==> src/sv/edge_envelope_tremolo_generator_assert.svh <==
// Assertion macros for the edge envelope tremolo generator.
// Included by eetg_back, the module that carries concurrent checks; relies on clk_i and rst_ni.
`ifndef EDGE_ENVELOPE_TREMOLO_GENERATOR_ASSERT_SVH
`define EDGE_ENVELOPE_TREMOLO_GENERATOR_ASSERT_SVH
`ifndef SYNTH
`define EETG_ASSERT(lbl, prop, msg) \
  lbl: assert property (@(posedge clk_i) disable iff (!rst_ni) (prop)) else $error(msg);
`define EETG_ASSERT_NEVER(lbl, cond, msg) \
  lbl: assert property (@(posedge clk_i) disable iff (!rst_ni) !(cond)) else $error(msg);
`else
`define EETG_ASSERT(lbl, prop, msg)
`define EETG_ASSERT_NEVER(lbl, cond, msg)
`endif
`endif

==> src/sv/eetg_pkg.sv <==
// Shared types and constants of the edge envelope tremolo generator.
// No dependencies; imported by every module of the block.
`timescale 1ns / 1ps
package eetg_pkg;

  localparam int unsigned CountBits = 10;
  localparam int unsigned CfgIdxW   = 3;
  localparam int unsigned CfgDataW  = 10;

  localparam logic [7:0] AmpMin = 8'd16;
  localparam logic [7:0] AmpMax = 8'd239;
  localparam logic [7:0] DurMin = 8'd6;
  localparam logic [7:0] DurMax = 8'd239;
  localparam logic [7:0] SilDur = 8'd250;
  localparam logic [7:0] SilMid = 8'd128;

  typedef enum logic [2:0] {
    CFG_REPEAT    = 3'd0,
    CFG_RAMP      = 3'd1,
    CFG_PLATEAU   = 3'd2,
    CFG_TREM_HALF = 3'd3,
    CFG_SIL_LEVEL = 3'd4,
    CFG_SIL_COUNT = 3'd5
  } cfg_idx_e;

  typedef enum logic {
    KIND_START = 1'b0,
    KIND_STEP  = 1'b1
  } kind_e;

  typedef enum logic [2:0] {
    PH_IDLE = 3'd0,
    PH_RISE = 3'd1,
    PH_PLAT = 3'd2,
    PH_FALL = 3'd3,
    PH_SIL  = 3'd4
  } phase_e;

  typedef struct packed {
    kind_e      kind;
    logic [7:0] init_amp_a;
    logic [7:0] init_amp_b;
    logic [7:0] init_dur_a;
    logic [7:0] init_dur_b;
    logic [7:0] amp_step_a;
    logic [7:0] amp_step_b;
    logic [7:0] dur_step_a;
    logic [7:0] dur_step_b;
  } item_t;

  typedef struct packed {
    logic  valid;
    item_t item;
  } item_slot_t;

  typedef struct packed {
    logic [7:0] level;
    logic [7:0] duration;
    logic       last;
  } result_t;

  typedef struct packed {
    logic    valid;
    result_t res;
  } res_push_t;

endpackage

==> src/sv/eetg_front.sv <==
// Front end: accepts input beats, tags them as start or step and queues them.
// Depends on eetg_pkg.
`timescale 1ns / 1ps
module eetg_front
  import eetg_pkg::*;
(
  input  logic       clk_i,
  input  logic       rst_ni,
  input  logic       push,
  output logic       full,
  input  logic       cmd_i,
  input  logic [7:0] init_amp_a_i,
  input  logic [7:0] init_amp_b_i,
  input  logic [7:0] init_dur_a_i,
  input  logic [7:0] init_dur_b_i,
  input  logic [7:0] amp_step_a_i,
  input  logic [7:0] amp_step_b_i,
  input  logic [7:0] dur_step_a_i,
  input  logic [7:0] dur_step_b_i,
  output item_slot_t slot_o,
  input  logic       take_i
);

  item_t      entry_q [2];
  logic       wr_ptr_q, wr_ptr_d;
  logic       rd_ptr_q, rd_ptr_d;
  logic [1:0] count_q, count_d;
  logic       wr_en, rd_en;
  item_t      item_in;

  always_comb begin
    item_in.kind       = cmd_i ? KIND_STEP : KIND_START;
    item_in.init_amp_a = init_amp_a_i;
    item_in.init_amp_b = init_amp_b_i;
    item_in.init_dur_a = init_dur_a_i;
    item_in.init_dur_b = init_dur_b_i;
    item_in.amp_step_a = amp_step_a_i;
    item_in.amp_step_b = amp_step_b_i;
    item_in.dur_step_a = dur_step_a_i;
    item_in.dur_step_b = dur_step_b_i;
  end

  assign full        = (count_q == 2'd2);
  assign wr_en       = push && !full;
  assign rd_en       = take_i && (count_q != 2'd0);
  assign slot_o.valid = (count_q != 2'd0);
  assign slot_o.item  = entry_q[rd_ptr_q];

  always_comb begin
    wr_ptr_d = wr_en ? ~wr_ptr_q : wr_ptr_q;
    rd_ptr_d = rd_en ? ~rd_ptr_q : rd_ptr_q;
    unique case ({wr_en, rd_en})
      2'b10: count_d = count_q + 2'd1;
      2'b01: count_d = count_q - 2'd1;
      default: count_d = count_q;
    endcase
  end

  always_ff @(posedge clk_i or negedge rst_ni) begin
    if (!rst_ni) begin
      wr_ptr_q <= 1'b0;
      rd_ptr_q <= 1'b0;
      count_q  <= 2'd0;
    end else begin
      wr_ptr_q <= wr_ptr_d;
      rd_ptr_q <= rd_ptr_d;
      count_q  <= count_d;
    end
  end

  always_ff @(posedge clk_i) begin
    if (wr_en) begin
      entry_q[wr_ptr_q] <= item_in;
    end
  end

endmodule

==> src/sv/eetg_back.sv <==
// Back end: configuration registers, note sequencer and edge arithmetic.
// Depends on eetg_pkg and the assertion macro header.
`timescale 1ns / 1ps
`include "edge_envelope_tremolo_generator_assert.svh"
module eetg_back
  import eetg_pkg::*;
(
  input  logic                clk_i,
  input  logic                rst_ni,
  input  logic                cfg_valid_i,
  output logic                cfg_ready_o,
  input  logic [CfgIdxW-1:0]  cfg_index_i,
  input  logic [CfgDataW-1:0] cfg_data_i,
  input  item_slot_t          slot_i,
  output logic                take_o,
  input  logic                out_ready_i,
  output res_push_t           res_o
);

  typedef struct packed {
    phase_e               ph;
    logic [CountBits-1:0] left;
    logic                 clr_pos;
  } entry_t;

  // Configuration registers.
  logic [9:0] repeat_q, ramp_q, plateau_q, sil_count_q;
  logic [7:0] trem_half_q, sil_level_q;

  // Note state.
  phase_e               phase_q, phase_d;
  logic                 edge_q, edge_d;
  logic [CountBits-1:0] left_q, left_d;
  logic [CountBits-1:0] rep_q, rep_d;
  logic [9:0]           pos_q, pos_d;
  logic [7:0] start_amp_a_q, start_amp_a_d, start_amp_b_q, start_amp_b_d;
  logic [7:0] start_dur_a_q, start_dur_a_d, start_dur_b_q, start_dur_b_d;
  logic [7:0] astep_a_q, astep_a_d, astep_b_q, astep_b_d;
  logic [7:0] dstep_a_q, dstep_a_d, dstep_b_q, dstep_b_d;
  logic [7:0] amp_a_q, amp_a_d, amp_b_q, amp_b_d;
  logic [7:0] dur_a_q, dur_a_d, dur_b_q, dur_b_d;

  logic [CountBits-1:0] rep_cnt, ramp_cnt, plat_cnt, sil_cnt;
  logic                 ramp_nz, plat_nz, sil_nz, all_zero;
  entry_t               head, tail;
  logic                 tail_ok;

  logic [7:0]        amp_cur, dur_cur, astep, dstep;
  logic [8:0]        twice;
  logic [9:0]        quad;
  logic              trem_fwd, amp_up;
  logic [10:0]       pos_inc;
  logic [9:0]        pos_next;
  logic signed [9:0] amp_sum, dur_sum;
  logic [7:0]        amp_new, dur_new;
  logic [CountBits-1:0] left_dec, rep_dec;
  logic [7:0]        lvl, dur;

  function automatic logic [7:0] clamp8(logic signed [9:0] v, logic [7:0] lo,
                                        logic [7:0] hi);
    logic [7:0] r;
    if (v > $signed({2'b00, hi})) begin
      r = hi;
    end else if (v < $signed({2'b00, lo})) begin
      r = lo;
    end else begin
      r = v[7:0];
    end
    return r;
  endfunction

  assign cfg_ready_o = 1'b1;
  assign take_o      = slot_i.valid && out_ready_i;

  assign rep_cnt  = CountBits'(repeat_q);
  assign ramp_cnt = CountBits'(ramp_q);
  assign plat_cnt = CountBits'(plateau_q);
  assign sil_cnt  = CountBits'(sil_count_q);
  assign ramp_nz  = (ramp_cnt != '0);
  assign plat_nz  = (plat_cnt != '0);
  assign sil_nz   = (sil_cnt != '0);
  assign all_zero = !ramp_nz && !plat_nz && !sil_nz;

  // First phase with work when a repeat begins.
  always_comb begin
    priority if (ramp_nz) begin
      head = '{ph: PH_RISE, left: ramp_cnt, clr_pos: 1'b0};
    end else if (plat_nz) begin
      head = '{ph: PH_PLAT, left: plat_cnt, clr_pos: 1'b1};
    end else begin
      head = '{ph: PH_SIL, left: sil_cnt, clr_pos: 1'b0};
    end
  end

  // Next phase with work inside the current repeat, if there is one.
  always_comb begin
    tail    = '{ph: PH_SIL, left: sil_cnt, clr_pos: 1'b0};
    tail_ok = 1'b0;
    unique case (phase_q)
      PH_RISE: begin
        priority if (plat_nz) begin
          tail    = '{ph: PH_PLAT, left: plat_cnt, clr_pos: 1'b1};
          tail_ok = 1'b1;
        end else if (ramp_nz) begin
          tail    = '{ph: PH_FALL, left: ramp_cnt, clr_pos: 1'b0};
          tail_ok = 1'b1;
        end else begin
          tail_ok = sil_nz;
        end
      end
      PH_PLAT: begin
        priority if (ramp_nz) begin
          tail    = '{ph: PH_FALL, left: ramp_cnt, clr_pos: 1'b0};
          tail_ok = 1'b1;
        end else begin
          tail_ok = sil_nz;
        end
      end
      PH_FALL: tail_ok = sil_nz;
      default: tail_ok = 1'b0;
    endcase
  end

  // Edge arithmetic: one shared adder for level and one for duration.
  always_comb begin
    amp_cur  = edge_q ? amp_b_q : amp_a_q;
    dur_cur  = edge_q ? dur_b_q : dur_a_q;
    astep    = edge_q ? astep_b_q : astep_a_q;
    dstep    = edge_q ? dstep_b_q : dstep_a_q;
    twice    = {trem_half_q, 1'b0};
    quad     = {trem_half_q, 2'b00};
    trem_fwd = ({1'b0, pos_q} < {2'b00, twice});
    pos_inc  = {1'b0, pos_q} + 11'd1;
    pos_next = (pos_inc >= {1'b0, quad}) ? 10'd0 : pos_inc[9:0];
    unique case (phase_q)
      PH_RISE: amp_up = !edge_q;
      PH_FALL: amp_up = edge_q;
      default: amp_up = !trem_fwd;
    endcase
    amp_sum = amp_up ? $signed({2'b00, amp_cur}) + $signed({2'b00, astep})
                     : $signed({2'b00, amp_cur}) - $signed({2'b00, astep});
    dur_sum = trem_fwd ? $signed({2'b00, dur_cur}) + $signed({2'b00, dstep})
                       : $signed({2'b00, dur_cur}) - $signed({2'b00, dstep});
    amp_new  = clamp8(amp_sum, AmpMin, AmpMax);
    dur_new  = clamp8(dur_sum, DurMin, DurMax);
    left_dec = edge_q ? (left_q - CountBits'(1)) : left_q;
    rep_dec  = rep_q - CountBits'(1);
  end

  always_comb begin
    phase_d       = phase_q;
    edge_d        = edge_q;
    left_d        = left_q;
    rep_d         = rep_q;
    pos_d         = pos_q;
    start_amp_a_d = start_amp_a_q;
    start_amp_b_d = start_amp_b_q;
    start_dur_a_d = start_dur_a_q;
    start_dur_b_d = start_dur_b_q;
    astep_a_d     = astep_a_q;
    astep_b_d     = astep_b_q;
    dstep_a_d     = dstep_a_q;
    dstep_b_d     = dstep_b_q;
    amp_a_d       = amp_a_q;
    amp_b_d       = amp_b_q;
    dur_a_d       = dur_a_q;
    dur_b_d       = dur_b_q;
    lvl           = amp_new;
    dur           = dur_cur;
    res_o         = '0;

    if (take_o) begin
      if (slot_i.item.kind == KIND_START) begin
        start_amp_a_d = slot_i.item.init_amp_a;
        start_amp_b_d = slot_i.item.init_amp_b;
        start_dur_a_d = slot_i.item.init_dur_a;
        start_dur_b_d = slot_i.item.init_dur_b;
        astep_a_d     = slot_i.item.amp_step_a;
        astep_b_d     = slot_i.item.amp_step_b;
        dstep_a_d     = slot_i.item.dur_step_a;
        dstep_b_d     = slot_i.item.dur_step_b;
        amp_a_d       = slot_i.item.init_amp_a;
        amp_b_d       = slot_i.item.init_amp_b;
        dur_a_d       = slot_i.item.init_dur_a;
        dur_b_d       = slot_i.item.init_dur_b;
        rep_d         = rep_cnt;
        pos_d         = '0;
        edge_d        = 1'b0;
        if (rep_cnt == '0 || all_zero) begin
          phase_d = PH_IDLE;
        end else begin
          phase_d = head.ph;
          left_d  = head.left;
        end
      end else if (phase_q != PH_IDLE) begin
        unique case (phase_q)
          PH_RISE, PH_FALL: begin
            if (edge_q) amp_b_d = amp_new;
            else        amp_a_d = amp_new;
          end
          PH_PLAT: begin
            if (edge_q) begin
              amp_b_d = amp_new;
              dur_b_d = dur_new;
            end else begin
              amp_a_d = amp_new;
              dur_a_d = dur_new;
            end
            dur   = dur_new;
            pos_d = pos_next;
          end
          default: begin
            lvl = edge_q ? SilMid : sil_level_q;
            dur = SilDur;
          end
        endcase

        edge_d = ~edge_q;
        left_d = left_dec;
        // A finished phase moves on to the next one that has work, or the
        // note wraps to a new repeat from the loaded start values, or ends.
        if (all_zero) begin
          phase_d = PH_IDLE;
        end else if (left_dec == '0) begin
          edge_d = 1'b0;
          if (tail_ok) begin
            phase_d = tail.ph;
            left_d  = tail.left;
            if (tail.clr_pos) pos_d = '0;
          end else begin
            rep_d = rep_dec;
            if (rep_dec == '0) begin
              phase_d = PH_IDLE;
            end else begin
              amp_a_d = start_amp_a_q;
              amp_b_d = start_amp_b_q;
              dur_a_d = start_dur_a_q;
              dur_b_d = start_dur_b_q;
              phase_d = head.ph;
              left_d  = head.left;
              if (head.clr_pos) pos_d = '0;
            end
          end
        end

        res_o.valid        = 1'b1;
        res_o.res.level    = lvl;
        res_o.res.duration = dur;
        res_o.res.last     = (phase_d == PH_IDLE);
      end
    end
  end

  always_ff @(posedge clk_i or negedge rst_ni) begin
    if (!rst_ni) begin
      repeat_q    <= 10'd1;
      ramp_q      <= 10'd4;
      plateau_q   <= 10'd8;
      trem_half_q <= 8'd1;
      sil_level_q <= 8'd128;
      sil_count_q <= 10'd0;
    end else if (cfg_valid_i) begin
      unique case (cfg_idx_e'(cfg_index_i))
        CFG_REPEAT:    repeat_q    <= cfg_data_i;
        CFG_RAMP:      ramp_q      <= cfg_data_i;
        CFG_PLATEAU:   plateau_q   <= cfg_data_i;
        CFG_TREM_HALF: trem_half_q <= cfg_data_i[7:0];
        CFG_SIL_LEVEL: sil_level_q <= cfg_data_i[7:0];
        CFG_SIL_COUNT: sil_count_q <= cfg_data_i;
        default: ;
      endcase
    end
  end

  always_ff @(posedge clk_i or negedge rst_ni) begin
    if (!rst_ni) begin
      phase_q <= PH_IDLE;
      edge_q  <= 1'b0;
      left_q  <= '0;
      rep_q   <= '0;
      pos_q   <= '0;
    end else begin
      phase_q <= phase_d;
      edge_q  <= edge_d;
      left_q  <= left_d;
      rep_q   <= rep_d;
      pos_q   <= pos_d;
    end
  end

  always_ff @(posedge clk_i) begin
    start_amp_a_q <= start_amp_a_d;
    start_amp_b_q <= start_amp_b_d;
    start_dur_a_q <= start_dur_a_d;
    start_dur_b_q <= start_dur_b_d;
    astep_a_q     <= astep_a_d;
    astep_b_q     <= astep_b_d;
    dstep_a_q     <= dstep_a_d;
    dstep_b_q     <= dstep_b_d;
    amp_a_q       <= amp_a_d;
    amp_b_q       <= amp_b_d;
    dur_a_q       <= dur_a_d;
    dur_b_q       <= dur_b_d;
  end

  `EETG_ASSERT(a_active_has_work, (phase_q != PH_IDLE) |-> (left_q != '0), "active phase with no edges left")
  `EETG_ASSERT(a_last_ends_note, (res_o.valid && res_o.res.last) |=> (phase_q == PH_IDLE), "last beat did not end the note")
  `EETG_ASSERT(a_zero_repeat_idle, (take_o && slot_i.item.kind == KIND_START && rep_cnt == '0) |=> (phase_q == PH_IDLE), "zero repeat count started a note")
  `EETG_ASSERT_NEVER(a_no_result_overflow, res_o.valid && !out_ready_i, "result pushed into a full queue")

endmodule

==> src/sv/eetg_outq.sv <==
// Result queue: two entries between the sequencer and the pop side.
// Depends on eetg_pkg.
`timescale 1ns / 1ps
module eetg_outq
  import eetg_pkg::*;
(
  input  logic      clk_i,
  input  logic      rst_ni,
  input  res_push_t in_i,
  output logic      ready_o,
  output logic      empty,
  input  logic      pop,
  output result_t   res_o
);

  result_t    entry_q [2];
  logic       wr_ptr_q, wr_ptr_d;
  logic       rd_ptr_q, rd_ptr_d;
  logic [1:0] count_q, count_d;
  logic       wr_en, rd_en;

  assign ready_o = (count_q != 2'd2);
  assign empty   = (count_q == 2'd0);
  assign wr_en   = in_i.valid && ready_o;
  assign rd_en   = pop && !empty;
  assign res_o   = entry_q[rd_ptr_q];

  always_comb begin
    wr_ptr_d = wr_en ? ~wr_ptr_q : wr_ptr_q;
    rd_ptr_d = rd_en ? ~rd_ptr_q : rd_ptr_q;
    unique case ({wr_en, rd_en})
      2'b10: count_d = count_q + 2'd1;
      2'b01: count_d = count_q - 2'd1;
      default: count_d = count_q;
    endcase
  end

  always_ff @(posedge clk_i or negedge rst_ni) begin
    if (!rst_ni) begin
      wr_ptr_q <= 1'b0;
      rd_ptr_q <= 1'b0;
      count_q  <= 2'd0;
    end else begin
      wr_ptr_q <= wr_ptr_d;
      rd_ptr_q <= rd_ptr_d;
      count_q  <= count_d;
    end
  end

  always_ff @(posedge clk_i) begin
    if (wr_en) begin
      entry_q[wr_ptr_q] <= in_i.res;
    end
  end

endmodule

==> src/sv/edge_envelope_tremolo_generator.sv <==
// Top level of the edge envelope tremolo generator.
// Instantiates eetg_front, eetg_back and eetg_outq; depends on eetg_pkg.
//
// Usage:
//  - Input side is a queue: drive the item fields with push high; a beat is
//    taken when full is low. cmd 0 starts a note (loads levels, durations and
//    steps, no result); cmd 1 asks for the next (level, duration) pair.
//  - Result side is a queue: while empty is low the oldest pair sits on
//    level_o, duration_o and last_of_note_o; pop takes it.
//  - Configuration registers are written through cfg_valid_i/cfg_index_i/
//    cfg_data_i; cfg_ready_o is always high. Write them only when no beat is
//    in flight.
//  - With both queues empty, a step beat is held in the input queue and its
//    result is then registered in the result queue. Throughput is one beat
//    per cycle while the result queue is not full, set by the shared adders.
//  - A step with no note in progress, and every start beat, yields nothing.
//  - Reset empties both queues, leaves the sequencer idle and loads the
//    register defaults. If pop stays low, two results and then two input
//    beats are buffered before full rises.
`timescale 1ns / 1ps
module edge_envelope_tremolo_generator
  import eetg_pkg::*;
(
  input  logic                clk_i,
  input  logic                rst_ni,
  input  logic                push,
  output logic                full,
  input  logic                cmd_i,
  input  logic [7:0]          init_amp_a_i,
  input  logic [7:0]          init_amp_b_i,
  input  logic [7:0]          init_dur_a_i,
  input  logic [7:0]          init_dur_b_i,
  input  logic [7:0]          amp_step_a_i,
  input  logic [7:0]          amp_step_b_i,
  input  logic [7:0]          dur_step_a_i,
  input  logic [7:0]          dur_step_b_i,
  input  logic                cfg_valid_i,
  output logic                cfg_ready_o,
  input  logic [CfgIdxW-1:0]  cfg_index_i,
  input  logic [CfgDataW-1:0] cfg_data_i,
  output logic                empty,
  input  logic                pop,
  output logic [7:0]          level_o,
  output logic [7:0]          duration_o,
  output logic                last_of_note_o
);

  item_slot_t slot;
  logic       take;
  logic       out_ready;
  res_push_t  res_push;
  result_t    head;

  eetg_front u_front (
    .clk_i        (clk_i),
    .rst_ni       (rst_ni),
    .push         (push),
    .full         (full),
    .cmd_i        (cmd_i),
    .init_amp_a_i (init_amp_a_i),
    .init_amp_b_i (init_amp_b_i),
    .init_dur_a_i (init_dur_a_i),
    .init_dur_b_i (init_dur_b_i),
    .amp_step_a_i (amp_step_a_i),
    .amp_step_b_i (amp_step_b_i),
    .dur_step_a_i (dur_step_a_i),
    .dur_step_b_i (dur_step_b_i),
    .slot_o       (slot),
    .take_i       (take)
  );

  eetg_back u_back (
    .clk_i       (clk_i),
    .rst_ni      (rst_ni),
    .cfg_valid_i (cfg_valid_i),
    .cfg_ready_o (cfg_ready_o),
    .cfg_index_i (cfg_index_i),
    .cfg_data_i  (cfg_data_i),
    .slot_i      (slot),
    .take_o      (take),
    .out_ready_i (out_ready),
    .res_o       (res_push)
  );

  eetg_outq u_outq (
    .clk_i   (clk_i),
    .rst_ni  (rst_ni),
    .in_i    (res_push),
    .ready_o (out_ready),
    .empty   (empty),
    .pop     (pop),
    .res_o   (head)
  );

  assign level_o        = head.level;
  assign duration_o     = head.duration;
  assign last_of_note_o = head.last;

endmodule

==> config.mk <==
export PLATFORM = sky130hd
export DESIGN_NAME = edge_envelope_tremolo_generator
export DESIGN_NICKNAME = d
export VERILOG_FILES = /design/src/sv/eetg_pkg.sv /design/src/sv/eetg_front.sv /design/src/sv/eetg_back.sv /design/src/sv/eetg_outq.sv /design/src/sv/edge_envelope_tremolo_generator.sv
export VERILOG_INCLUDE_DIRS = /design/src /design/src/sv
export SDC_FILE = /design/constraint.sdc
export NUM_CORES = 1
export LEC_CHECK = 0
export BUFFER_PORTS_ARGS = -buffer_cell sky130_fd_sc_hd__buf_2
export CORE_UTILIZATION = 45
export CTS_CLUSTER_SIZE = 14
export DETAILED_ROUTE_END_ITERATION = 10
export GPL_TIMING_DRIVEN = 0
export PLACE_DENSITY = 0.62
export SYNTH_ARGS = -nofsm -noshare
export SYNTH_HDL_FRONTEND = slang
export SYNTH_HIERARCHICAL = 1
export SYNTH_SLANG_ARGS = --single-unit
==> constraint.sdc <==
create_clock -name clk_i -period 6.2 [get_ports clk_i]
set_input_delay 0.31 -clock clk_i [delete_from_list [all_inputs] [get_ports clk_i]]
set_output_delay 0.31 -clock clk_i [all_outputs]
set_load 0.01 [all_outputs]
-- Word-level counts from Yosys, hierarchy flattened
Memories as Yosys holds them, arrays and structs flattened.
Index checks and enable logic that the tools add are counted.
- memory bits (writable): 164
- output and inout bits: 20
- memories kept: 2
- bits in registers: 194
- memories (memory ; depth ; width ; read ports ; clocked after Yosys merged registers in ; wr ports ; line ; text):
    u_front.entry_q ; 2 ; 65 ; 1 ; 0 ; 1 ; eetg_front.sv:24 ; item_t entry_q [2];
    u_outq.entry_q ; 2 ; 17 ; 1 ; 0 ; 1 ; eetg_outq.sv:16 ; result_t entry_q [2];
- magnitude comparators: 6
- bitwise logic cells: 6
- reductions and logical operators: 40
- mux-type cells: 101
- equality and inequality tests: 19
- $add $sub $neg: 11
- operators by type and width (cell ; count):
    $mux W8 ; 42
    $mux W10 ; 25
    $mux W14 ; 4
    $mux W18 ; 3
    $logic_not A10 Y1 ; 3
    $mux W3 ; 10
    $reduce_bool A10 Y1 ; 3
    $pmux W14 S2 ; 1
    $gt A10 B9 Y1 const B ; 2
    $sub A10 B1 Y10 const B ; 2
    $add A8 B8 Y9 ; 2
    $sub A8 B8 Y9 ; 2
    $pmux W8 S2 ; 1
    $reduce_and A2 Y1 ; 8
    $eq A3 B2 Y1 const B ; 4
    $add A10 B1 Y11 const B ; 1
    $ge A11 B10 Y1 ; 1
    $mux W1 ; 11
    $lt A10 B4 Y1 const B ; 1
    $lt A10 B6 Y1 const B ; 1
    $lt A10 B9 Y1 ; 1
    $ne A2 B2 Y1 const B ; 5
    $pmux W2 S2 ; 2
    $logic_and A1 B1 Y1 ; 7
    other kinds (20) ; 41

-- Depth between registers and ports, before layout
- depth in word-level cells: 17
- mapped depth: 17
- gate-level depth less buffers: 15

-- Cells and area by module
The synthesis kept the hierarchy.
- by module, submodules not included (module ; area each (µm²) ; times used ; cells an instance):
    eetg_back ; 11690.0 ; 1 ; 1169
    eetg_front ; 5048.6 ; 1 ; 220
    eetg_outq ; 1477.7 ; 1 ; 70

-- Worst setup path after synthesis
OpenSTA, ideal clock, no wires.
- path type: register to register
- start: register u_back.edge_q
- end: memory u_outq/entry_q[0][2] (netlist bit), data pin
- cell stages (with the launch flop): 17
- slack: 1.977 ns
- data arrival time: 4.040 ns
- path through: dfrtp_1 buf_2 buf_1 clkbuf_1 mux2i_1 inv_1 fa_1 nor2b_1 o31ai_1 o31ai_1 nand3_1 o21a_1 xnor2_1 or4_1 nand4_1 nor2_1 a211oi_1
- RTL lines (element ; line ; text):
    start, declared ; eetg_back.sv:32 ; logic edge_q, edge_d;
    start signal, assigned ; eetg_back.sv:284 ; edge_q <= edge_d;
    end, declared ; eetg_outq.sv:16 ;

==> out/qor.yml <==
detailed_routing:
  route.antenna.remaining_nets: 0
  via_per_inst: 5.59
  drc_errors: 0
  drt_iter0_markers: 957
  detailroute.via_count: 12400
  drt_pre_antenna_iters: 6
  routed_wl_um: 44500
  drt-wirelength-per-cell_um: 20.0
synth:
  synth_seq_area_share_pct: 56.4
  syn-instance-count: 1459
  postSynthAreaPerCell_sq_um: 12.5
  synth.largest_area_cell: "sky130_fd_sc_hd__edfxtp_1"
  post_synth_main_area_contributors: "sky130_fd_sc_hd__edfxtp_1 (43%), sky130_fd_sc_hd__dfrtp_1 (13%), sky130_fd_sc_hd__mux2_2 (6.8%)"
  synth-edff-count: 260
  synth_top_cell_area_share_pct: 42.9
  netlist_area_sq_mm: 0.0182
  synth.ff_latch_count: 358
  yosys_warnings: 6
  ys_types: 84
  async_reset_ff_share_pct: 27.4
  synth_nets: 1599
  ys.flop_type: "sky130_fd_sc_hd__edfxtp_1"
floorplanning:
  dieWidth_um: 203
  std_cell_rows: 73
  design.die.area_sq_mm: 0.0413
  placeableCoreArea_sq_mm: 0.0398
  fp.dieH_um: 203
  initial_utilization_pct: 45.7
  ioPinCount: 103
flow_run:
  max-cap-violations: 0
critical_path:
  crit_arrival_ns: 6.20
  critical-path-top-cell-by-count: "sky130_fd_sc_hd__mux2i_1"
  reg2reg_launch_point: "u_back/edge_q"
  cpPeakStageDelay_ns: 0.80
  type_of_destination_of_the_critical_path: "flop"
  critical_path_class: "flop to flop"
  timing.critical_path.max_delay_family: "compound AO/OA/AOI/OAI gates"
  worstSetupStartpointType: "flop"
  worst_path_max_delay_cell: "sky130_fd_sc_hd__clkbuf_1"
  path_max_fanout: 10
  worstPathBufferInverterCount: 3
  setup.worst_path.start: "u_back/edge_q"
  required_ns: 6.51
  worstPathCellList: "buf_2 -> buf_1 -> clkbuf_1 -> mux2i_1 -> ha_1 -> nand2b_1 -> a221oi_1 -> nor4_1 -> o31a_1 -> mux2i_1 -> xor2_1 -> a311oi_1 -> a211oi_1 -> a21oi_1 -> nor2_1"
final_layout:
  layout.filler_cells: 3456
  area_used_by_multi_input_combinational_logic_sq_mm: 0.00735
  area.growth.synth_to_final_pct: 17.7
  final_design_area_no_fill_sq_mm: 0.0214
  regArea_sq_mm: 0.0103
  n_antenna_cell: 0
  finish.net_count: 1813
  final_layout_size_suffix_gt1_share_pct: 22.7
sta:
  hold_viol: 0
  slew-limit-headroom_pct: 25.7
  rsz0062_at_grt: "no"
  worstMarginPinSlew_ns: 1.10
  period_share_pct: 94.9
  finClkSkew_ns: 0.0261
  finalSetupViolCount: 0
  report.final.slew_viol_count: 0
  period_needed_ns: 5.88
  tns_ns: 0
  achievable-frequency_ghz: 0.170
pwr:
  max-vdd-ir-drop_uv: 372
  p_per_area_mw_per_mm2: 593
  p_leak_uw: 0.00836
worst_hold_path:
  min-delay-path-class: "input port to flop"
  worst_hold_startpoint: "cfg_data_i[8]"
placement:
  place_congestion: 0.934
  dp.final_hpwl_um: 31800
  placement.cell_area_sq_mm: 0.0196
  placement.io_buffers: 101
clocking:
  cts.root.buffer_cell: "sky130_fd_sc_hd__clkbuf_16"
  tritoncts: "yes"
  max_root_sink_buffers: 3
  clk_transition_reported_paths_ns: 0.06
  sink_count: 358
  clk-insertion-delay-late_ns: 0.56
  cts_buf_count: 39
  htreeDepth: 2
global_routing:
  antenna_found_initial: 0
  first_global_vias: 12500
  grtUsageTotal_pct: 22.0
  first_pass_grt_wire_length_um: 70000
  grt.overflow.total: 0
  maximum_number_of_pins_on_one_net_before_global_route_repair: 61
status:
  outcome: "complete, no violations"
[cells in the mapped netlist (8+ instances only)]
library cell	instances
sky130_fd_sc_hd__a21o_1	14
sky130_fd_sc_hd__a21oi_1	90
sky130_fd_sc_hd__a31oi_1	21
sky130_fd_sc_hd__and3_1	10
sky130_fd_sc_hd__buf_2	11
sky130_fd_sc_hd__buf_6	12
sky130_fd_sc_hd__clkbuf_1	43
sky130_fd_sc_hd__dfrtp_1	93
sky130_fd_sc_hd__edfxtp_1	260
sky130_fd_sc_hd__ha_1	53
sky130_fd_sc_hd__inv_1	57
sky130_fd_sc_hd__mux2_2	110
sky130_fd_sc_hd__mux2_4	49
sky130_fd_sc_hd__mux2i_1	37
sky130_fd_sc_hd__nand2_1	84
sky130_fd_sc_hd__nand2b_1	17
sky130_fd_sc_hd__nand3_1	24
sky130_fd_sc_hd__nor2_1	102
sky130_fd_sc_hd__nor2b_1	15
sky130_fd_sc_hd__nor3_1	25
sky130_fd_sc_hd__nor4_1	13
sky130_fd_sc_hd__o21ai_0	76
sky130_fd_sc_hd__o22ai_1	21
sky130_fd_sc_hd__or4_1	8
sky130_fd_sc_hd__xnor2_1	29
sky130_fd_sc_hd__xor2_1	19
[cells in the final DEF (no fill, tap or decap), drive strengths merged, types with 16 or more instances in the layout]
| cell | n |
|---|---|
| edfxtp | 260 |
| mux2 | 159 |
| buf | 138 |
| nor2 | 102 |
| clkbuf | 95 |
| dfrtp | 93 |
| a21oi | 90 |
| nand2 | 85 |
| o21ai | 82 |
| dlygate4sd3 | 66 |
| inv | 57 |
| ha | 53 |
| mux2i | 37 |
| xnor2 | 29 |
| nor3 | 25 |
| nand3 | 24 |
| a31oi | 24 |
| o22ai | 21 |
| xor2 | 19 |
| nand2b | 19 |
| nor2b | 16 |
[layout make-up]
| class | instances | area share (%) |
|---|---|---|
| buffer | 74 | 1.93 |
| clock buffer | 52 | 5.01 |
| clock inverter | 18 | 0.735 |
| inverter | 57 | 0.998 |
| multi-input combinational | 970 | 34.3 |
| sequential | 358 | 47.9 |
| tap | 525 | 3.06 |
| timing repair buffer | 173 | 6.11 |
[what timing repair did]
item,4_1_cts,5_1_grt
hold buffers,66,0
setup buffers,0,0
gates resized for setup,0,0
hold endpoints to repair,170,0
[worst reg2reg max path, delay by kind of cell, from the launching register on]
kind	cells	cell delay (ns)
AND/OR/NAND/NOR	3	0.58
XOR/XNOR	1	0.31
multiplexers	2	0.71
adder cells (fa/ha/maj)	1	0.33
AO/OA/AOI/OAI	5	1.69
buffers and inverters	3	1.68
flip-flops	1	0.36
[metrics by stage]
step / std cells / power, uW / setup slack, ns / utilization (%) / hold WS, ns
after floorplan: 1459 / 8510 / 1.98 / - / 0.0144
after global placement: 2085 / 10300 / 0.358 / 48.7 / 0.475
after detailed placement: 2091 / 10400 / 0.291 / 49.1 / 0.362
after CTS: 2227 / 12700 / 0.265 / 53.8 / 0.0401
after global routing: 2227 / 13500 / 0.0271 / 53.9 / 0.0638
final: 2227 / 12700 / 0.316 / 53.9 / 0.0587
[worst paths after layout]
check | end | slack [ns] | depth (start not counted)
setup / recovery | u_outq/entry_q[1][13] | 0.32 | 15
max in group asynchronous | u_back/sil_level_q[7] | 5.12 | 3
hold reg to reg | u_front/count_q[1] | 0.49 | 1
setup reg to reg | u_outq/entry_q[1][13] | 0.32 | 15
min in group asynchronous | u_back/sil_cnt[8] | 0.32 | 2
hold / removal | u_back/ramp_cnt[8] | 0.06 | 2
[routing by layer]
layer  wire, um  track usage (%)  vias to the layer above  part of all wire [%]
met3       2380             3.10                       80                   5.3
met5          0                0                        -                     0
met2      21100             36.0                      358                    47
li1           -                -                     5890                     -
met4       1630             8.81                        0                   3.7
met1      19400             29.4                     6118                    44
[logic make-up (layout without fill, tap and decap cells)]
logic type / after synthesis / count (layout) / synth area share, %
adder cells (fa/ha/maj): 57 / 57 / 4.08
multiplexers: 196 / 196 / 12.9
flip-flops: 358 / 358 / 56.4
AO/OA/AOI/OAI: 317 / 317 / 11.2
AND/OR/NAND/NOR: 351 / 351 / 9.68
buffers and inverters: 131 / 374 / 3.44
other: 1 / 1 / 0.0206
XOR/XNOR: 48 / 48 / 2.31
[where the power goes]
part	total [uW]	leakage, uW	switching [uW]	internal (uW)
registers	4010	0.00362	345	3670
clock network	2240	0.000597	938	1300
logic	6460	0.00415	3960	2500
total	12700	0.00836	5240	7470
[flip-flops by register name, summed over array words and instances, names as in the netlist, 3 cells and up]
name	count
u_back/sil_cnt	10
u_back/start_amp_b_q	8
u_back/amp_a_q	8
u_back/left_q	10
u_back/dur_b_q	8
u_back/rep_q	10
u_back/amp_b_q	8
u_outq/entry_q	34
u_back/astep_b_q	8
u_back/trem_half_q	8
u_back/phase_q	3
u_back/astep_a_q	8
u_back/dur_a_q	8
u_front/entry_q	130
u_back/start_dur_b_q	8
u_back/pos_q	10
u_back/sil_level_q	8
u_back/dstep_b_q	8
u_back/rep_cnt	10
u_back/ramp_cnt	10
u_back/start_amp_a_q	8
u_back/start_dur_a_q	8
u_back/plat_cnt	10
u_back/dstep_a_q	8
Power figures use the tool's default switching activity.
